==> src/sv/meth_pkg.sv <==
// -----------------------------------------------------------------------------
// meth_pkg
// Shared types and constants for the mesh edge neighbour table: field widths,
// operation codes, controller states and the command/status bundles.
// -----------------------------------------------------------------------------
package meth_pkg;

    // fixed field widths
    localparam int OP_W      = 2;
    localparam int POINT_W   = 10;
    localparam int FACE_W    = 12;
    localparam int S_TDATA_W = 32;
    localparam int M_TDATA_W = 16;

    // width of the clear generation tag kept with every list length
    localparam int EPOCH_W   = 4;

    // default sizes
    localparam int DEF_NUM_POINTS      = 1024;
    localparam int DEF_FACES_PER_POINT = 8;

    // operation codes
    localparam logic [OP_W-1:0] OP_CLEAR = 2'd0;
    localparam logic [OP_W-1:0] OP_ADD   = 2'd1;
    localparam logic [OP_W-1:0] OP_FIND  = 2'd2;

    // controller states
    typedef enum logic [3:0] {
        ST_SWEEP,
        ST_IDLE,
        ST_LEN_A,
        ST_LEN_B,
        ST_LEN_NB,
        ST_ADD,
        ST_LOAD_B,
        ST_SCAN_A,
        ST_DONE
    } t_state;

    // controller to datapath
    typedef struct packed {
        logic capture;
        logic len_sel_b;
        logic latch_na;
        logic latch_nb;
        logic add_commit;
        logic clr_commit;
        logic sweep_en;
        logic load_b;
        logic scan_a;
        logic idx_clr;
        logic finish;
    } t_cmd;

    // datapath to controller
    typedef struct packed {
        logic [OP_W-1:0] op;
        logic            sweep_last;
        logic            sweep_req;
        logic            b_done;
        logic            a_done;
        logic            hit;
        logic            out_free;
    } t_status;

endpackage

==> src/sv/meth_ctrl.sv <==
// -----------------------------------------------------------------------------
// meth_ctrl
// Sequencer for the neighbour table: clearing pass, operation decode, list
// length lookups, b-list load, a-list scan and result hand-off.
// -----------------------------------------------------------------------------
module meth_ctrl
    import meth_pkg::*;
(
    input  logic    i_clk,
    input  logic    i_rst_n,
    input  logic    i_in_valid,
    input  t_status i_status,
    output logic    o_in_ready,
    output t_cmd    o_cmd
);

    t_state r_state;
    t_state n_state;

    // state register
    always_ff @(posedge i_clk) begin
        if (!i_rst_n) begin
            r_state <= ST_SWEEP;
        end else begin
            r_state <= n_state;
        end
    end

    // next state
    always_comb begin
        n_state = r_state;
        unique case (r_state)
            ST_SWEEP: begin
                if (i_status.sweep_last) n_state = ST_IDLE;
            end
            ST_IDLE: begin
                if (i_in_valid) n_state = ST_LEN_A;
            end
            ST_LEN_A: begin
                unique case (i_status.op)
                    OP_ADD:  n_state = ST_ADD;
                    OP_FIND: n_state = ST_LEN_B;
                    default: n_state = ST_DONE;
                endcase
            end
            ST_LEN_B:  n_state = ST_LEN_NB;
            ST_LEN_NB: n_state = ST_LOAD_B;
            ST_ADD:    n_state = ST_DONE;
            ST_LOAD_B: begin
                if (i_status.b_done) n_state = ST_SCAN_A;
            end
            ST_SCAN_A: begin
                if (i_status.hit || i_status.a_done) n_state = ST_DONE;
            end
            ST_DONE: begin
                if (i_status.out_free) begin
                    n_state = i_status.sweep_req ? ST_SWEEP : ST_IDLE;
                end
            end
            default: n_state = ST_SWEEP;
        endcase
    end

    // command outputs
    always_comb begin
        o_cmd      = '0;
        o_in_ready = 1'b0;
        unique case (r_state)
            ST_SWEEP: o_cmd.sweep_en = 1'b1;
            ST_IDLE: begin
                o_in_ready    = 1'b1;
                o_cmd.capture = i_in_valid;
            end
            ST_LEN_A: begin
                o_cmd.clr_commit = (i_status.op == OP_CLEAR);
            end
            ST_LEN_B: begin
                o_cmd.len_sel_b = 1'b1;
                o_cmd.latch_na  = 1'b1;
            end
            ST_LEN_NB: begin
                o_cmd.latch_nb = 1'b1;
                o_cmd.idx_clr  = 1'b1;
            end
            ST_ADD:    o_cmd.add_commit = 1'b1;
            ST_LOAD_B: begin
                o_cmd.load_b  = 1'b1;
                o_cmd.idx_clr = i_status.b_done;
            end
            ST_SCAN_A: o_cmd.scan_a = 1'b1;
            ST_DONE:   o_cmd.finish = i_status.out_free;
            default: ;
        endcase
    end

endmodule

==> config.mk <==
export PLATFORM = sky130hd
export DESIGN_NAME = meth_ctrl
export DESIGN_NICKNAME = d
export VERILOG_FILES = /design/src/sv/meth_pkg.sv /design/src/sv/meth_ctrl.sv
export SDC_FILE = /design/constraint.sdc
export NUM_CORES = 1
export LEC_CHECK = 0
export ABC_CLOCK_PERIOD_IN_PS = 4610
export BUFFER_PORTS_ARGS = -buffer_cell sky130_fd_sc_hd__buf_2
export CAP_MARGIN = 5
export CORE_AREA = 2 2 39 41
export CTS_CLUSTER_DIAMETER = 120
export DETAILED_ROUTE_END_ITERATION = 8
export DIE_AREA = 0 0 41 43
export GPL_ROUTABILITY_DRIVEN = 0
export SYNTH_ARGS = -nofsm -noshare
export SYNTH_HDL_FRONTEND = slang
export SYNTH_SLANG_ARGS = --single-unit
==> constraint.sdc <==
create_clock -name i_clk -period 4.61 [get_ports i_clk]
set_clock_uncertainty 0.2 [all_clocks]
set_input_delay 0.922 -clock i_clk [delete_from_list [all_inputs] [get_ports i_clk]]
set_output_delay 0.922 -clock i_clk [all_outputs]
set_load 0.02 [all_outputs]
# After elaboration in Yosys (flattened, before gate mapping)
# Index checks and enable logic that the tools add are counted.
# totals
word_cells,39
out_inout_bits,12
regBits,4
# op_classes
n_reduce_logical,4
n_eq_ne,15
muxes,19
# ops
operator,count
$pmux W4 S9,1
$mux W4,5
$eq A4 B3 Y1 const B,4
$mux W1,10
$ne A2 B2 Y1 const B,5
$eq A4 B2 Y1 const B,2
$pmux W4 S2,1
$reduce_and A5 Y1,1
$eq A4 B1 Y1 const B,1
$eq A4 B4 Y1 const B,1
$logic_not A4 Y1,1
$eq A2 B1 Y1 const B,1
$eq A2 B2 Y1 const B,1
$logic_not A2 Y1,1
$mux W2,1
$pmux W1 S2,1
$logic_or A1 B1 Y1,1

# Depth between registers and ports, before layout
# depth
ltp_word,3
ltp_mapped,6
depth_no_buf,6

# Least setup slack after synthesis
# No wires, ideal clock.
# synth_timing
path_kind,input port to output port
from,input i_status[6] (netlist name)
to,output o_cmd[5] (netlist name)
path_stages,3
path_buffers,0
t_arrival_ns,1.825
slack_ns,1.663
t_required_ns,3.488
cell_sequence,inv_1 > ha_1 > nor4b_1
# synth_lines
item,line,rtl
from (decl),meth_ctrl.sv:12,"input t_status i_status,"
to (decl),meth_ctrl.sv:14,output t_cmd o_cmd

==> metrics.yaml <==
outcome:
  status: "complete, no violations"
hold_path:
  hold_path_end: "r_state[3]$_SDFFE_PN0P_"
  hold_class: "reg2reg"
  whs_path_depth: 2
  holdCritStartpoint: "r_state[3]$_SDFFE_PN0P_"
synthesis:
  synth.top_cell.area_share_pct: 17.4
  synth-async-reset-ratio_pct: 0
  ys_warn_count: 0
  synth_area_per_cell_sq_um: 7.31
  yosysTopAreaCell: "dfxtp_1"
  yosysUniqueCellTypes: 31
  ys_seq_elements: 4
  synth_flop_cell: "dfxtp_1"
  synth_commonest_cells: "7 x nor2_1, 6 x nand2_1, 5 x nor3_1, 4 x dfxtp_1, 4 x nand2b_1"
  synth-edff-count: 0
  synth.most_common_cell: "nor2_1"
  synth_seq_area_share_pct: 17.4
  ys_top_cells_by_area: "dfxtp_1 17%, ha_1 8.2%, mux2i_1 6.5%, nor2_1 5.7%, nand2b_1 5.4%"
  synth_fp_nets: 77
  synth_cells: 63
  syn_area_sq_um: 460
power_and_ir_drop:
  power.density_nw_per_um2: 512
  ir_drop_v: 0.000210
  p_leak_nw: 0.298
cts:
  cts_tree: "yes"
  clkTransAtPathRegs_ps: 30
  cts_hold_buffers: 0
  numCtsBuffers: 3
  cts_resized: 0
  clock_path_buffers: 2
  cts_setup_buffers: 0
  cts-root-buf: "clkbuf_4"
  h-tree-depth: 1
  cts.sinks: 4
  insertion_delay_ps: 230
layout:
  regMostFlops: "r_state"
  reg_top3: "r_state: 4 flops"
  largest_register_ff_count: 4
  areaGrowthSynthToFinish_pct: 26.1
  nets: 99
  antenna_cells: 0
  drive_gt1_share_pct: 33.7
  fin_cells: 99
  fillers: 139
  final_area_sq_um: 581
grt:
  grt_pass1_vias: 415
  grt_usage_pct: 13.3
  antenna_found_initial: 0
  grt_max_degree: 17
  grt_pass1_wl_um: 1640
  grt_overflow: 0
floorplanning:
  die_y_um: 43
  dieArea_sq_um: 1760
  ios: 23
  floorplan.initialDensity_pct: 33.3
  fp-row-count: 14
  die_width_um: 41
  core_region_area_sq_um: 1380
routing:
  drc: 0
  detail_route.first_pass.iterations: 4
  wl_per_cell_um: 10.4
  routed_via_density: 4.99
  routed_wl_um: 1030
  drt_iter0_drc: 6
  ant_nets: 0
  routed-via-count: 494
worst_setup_path:
  reg2reg_slack_ps: 2760
  cp_max_fo: 2
  reg2reg_to: "r_state[3]$_SDFFE_PN0P_"
  cpMostUsedCell: "buf_2"
  required_ps: 3490
  end_kind: "output port"
  worstPathArrival_ps: 1660
  critPathMaxStageDelay_ps: 220
  worst-setup-path-type: "in2out"
  reg2reg_from: "r_state[0]$_SDFFE_PN0P_"
  start_kind: "primary input"
  crit_slowest_cell: "nor4b_1"
  path_cells: "buf_2, inv_1, ha_1, nor4b_1, buf_2"
  r2r_cells: 4
timing:
  period_needed_ps: 2780
  hold_violations: 0
  worst_pin_slew_ps: 488
  slew_viol_final: 0
  slew_headroom_pct: 67.4
  fin_tns_setup_ps: 0
  setup_viol: 0
  rsz0062_at_grt: "false"
  fmax_ghz: 0.359
  finalCritPeriodShare_pct: 60.4
  holdWs_ps: 457
  fin_ws_ps: 1830
place:
  port_buffers: 22
  dp_cells: 96
  dp_slack_ps: 1800
  hpwl_um: 795
  place_area_sq_um: 558
job:
  maxCapViolations: 0
-- power by group --
group / internal (mW) / leakage (nW) / switching, mW / total [mW]
sequential: 0.0473 / 0.0329 / 0.0438 / 0.0911
combinational: 0.0709 / 0.251 / 0.0938 / 0.165
clock: 0.0290 / 0.0138 / 0.0128 / 0.0418
total: 0.147 / 0.298 / 0.150 / 0.298
-- layout by cell type, fill, tap and decap left out, drive strengths merged --
cell type  count
a21oi          1
a221o          1
and2           1
and3           1
and4b          1
buf           22
clkbuf         3
dfxtp          4
ha             3
inv            3
mux2i          3
nand2          8
nand2b         4
nand3b         1
nand4b         1
nor2           7
nor2b          1
nor3           5
nor3b          2
nor4           1
nor4b          1
o21a           2
o21ai          3
o21bai         1
o31ai          1
or3            1
or4            1
-- critical path, delay by kind of cell --
family / cells / cell delay (ps)
adder cells (fa/ha/maj): 1 / 130
buffers and inverters: 3 / 380
AND/OR/NAND/NOR: 1 / 220
-- layout make-up --
cell class              instances  area (sq um)  area share [%]
multi-input cells              51           337            58.0
repair buffers                 22           110            19.0
flip-flops and latches          4          80.1            13.8
inverters                       3          11.3            1.94
well taps                      16          20.0            3.45
clock buffers                   3          22.5            3.88
-- cell families (layout without fill, tap and decap cells) --
group                      after synthesis  in the layout  synth area share, %
buffers and inverters                    8             28                 9.51
and+or+nand+nor                         36             36                 45.4
muxes                                    3              3                 6.52
AOI/OAI and AO/OA                        9              9                 13.0
adders and majority gates                3              3                 8.15
DFF                                      4              4                 17.4
-- how the worst max path moves through the flow --
stage / end / from / slack [ps] / cells after the start
finish: o_cmd[5] / i_status[6] / 1830 / 5
global route: o_cmd[10] / r_state[0]$_SDFFE_PN0P_ / 1760 / 4
CTS: o_cmd[5] / i_status[6] / 1790 / 5
detailed placement: o_cmd[5] / i_status[6] / 1800 / 5
global placement: o_cmd[5] / i_status[6] / 1860 / 5
floorplan: o_cmd[5] / i_status[6] / 1660 / 3
-- through the flow --
step	utilization [%]	total power, mW
5_1_grt	42.0	0.325
3_3_place_gp	40.3	0.257
3_5_place_dp	40.3	0.255
6_report	42.0	0.298
2_1_floorplan	-	0.219
4_1_cts	42.0	0.299
-- metal layers --
| metal | global-route usage (%) | part of all wire (%) |
|---|---|---|
| met1 | 18.6 | 47 |
| met2 | 18.8 | 47 |
| met3 | 4.71 | 6.2 |
| met4 | 4.00 | 0 |
| met5 | 0 | 0 |
(Power assumes the default switching activity.)
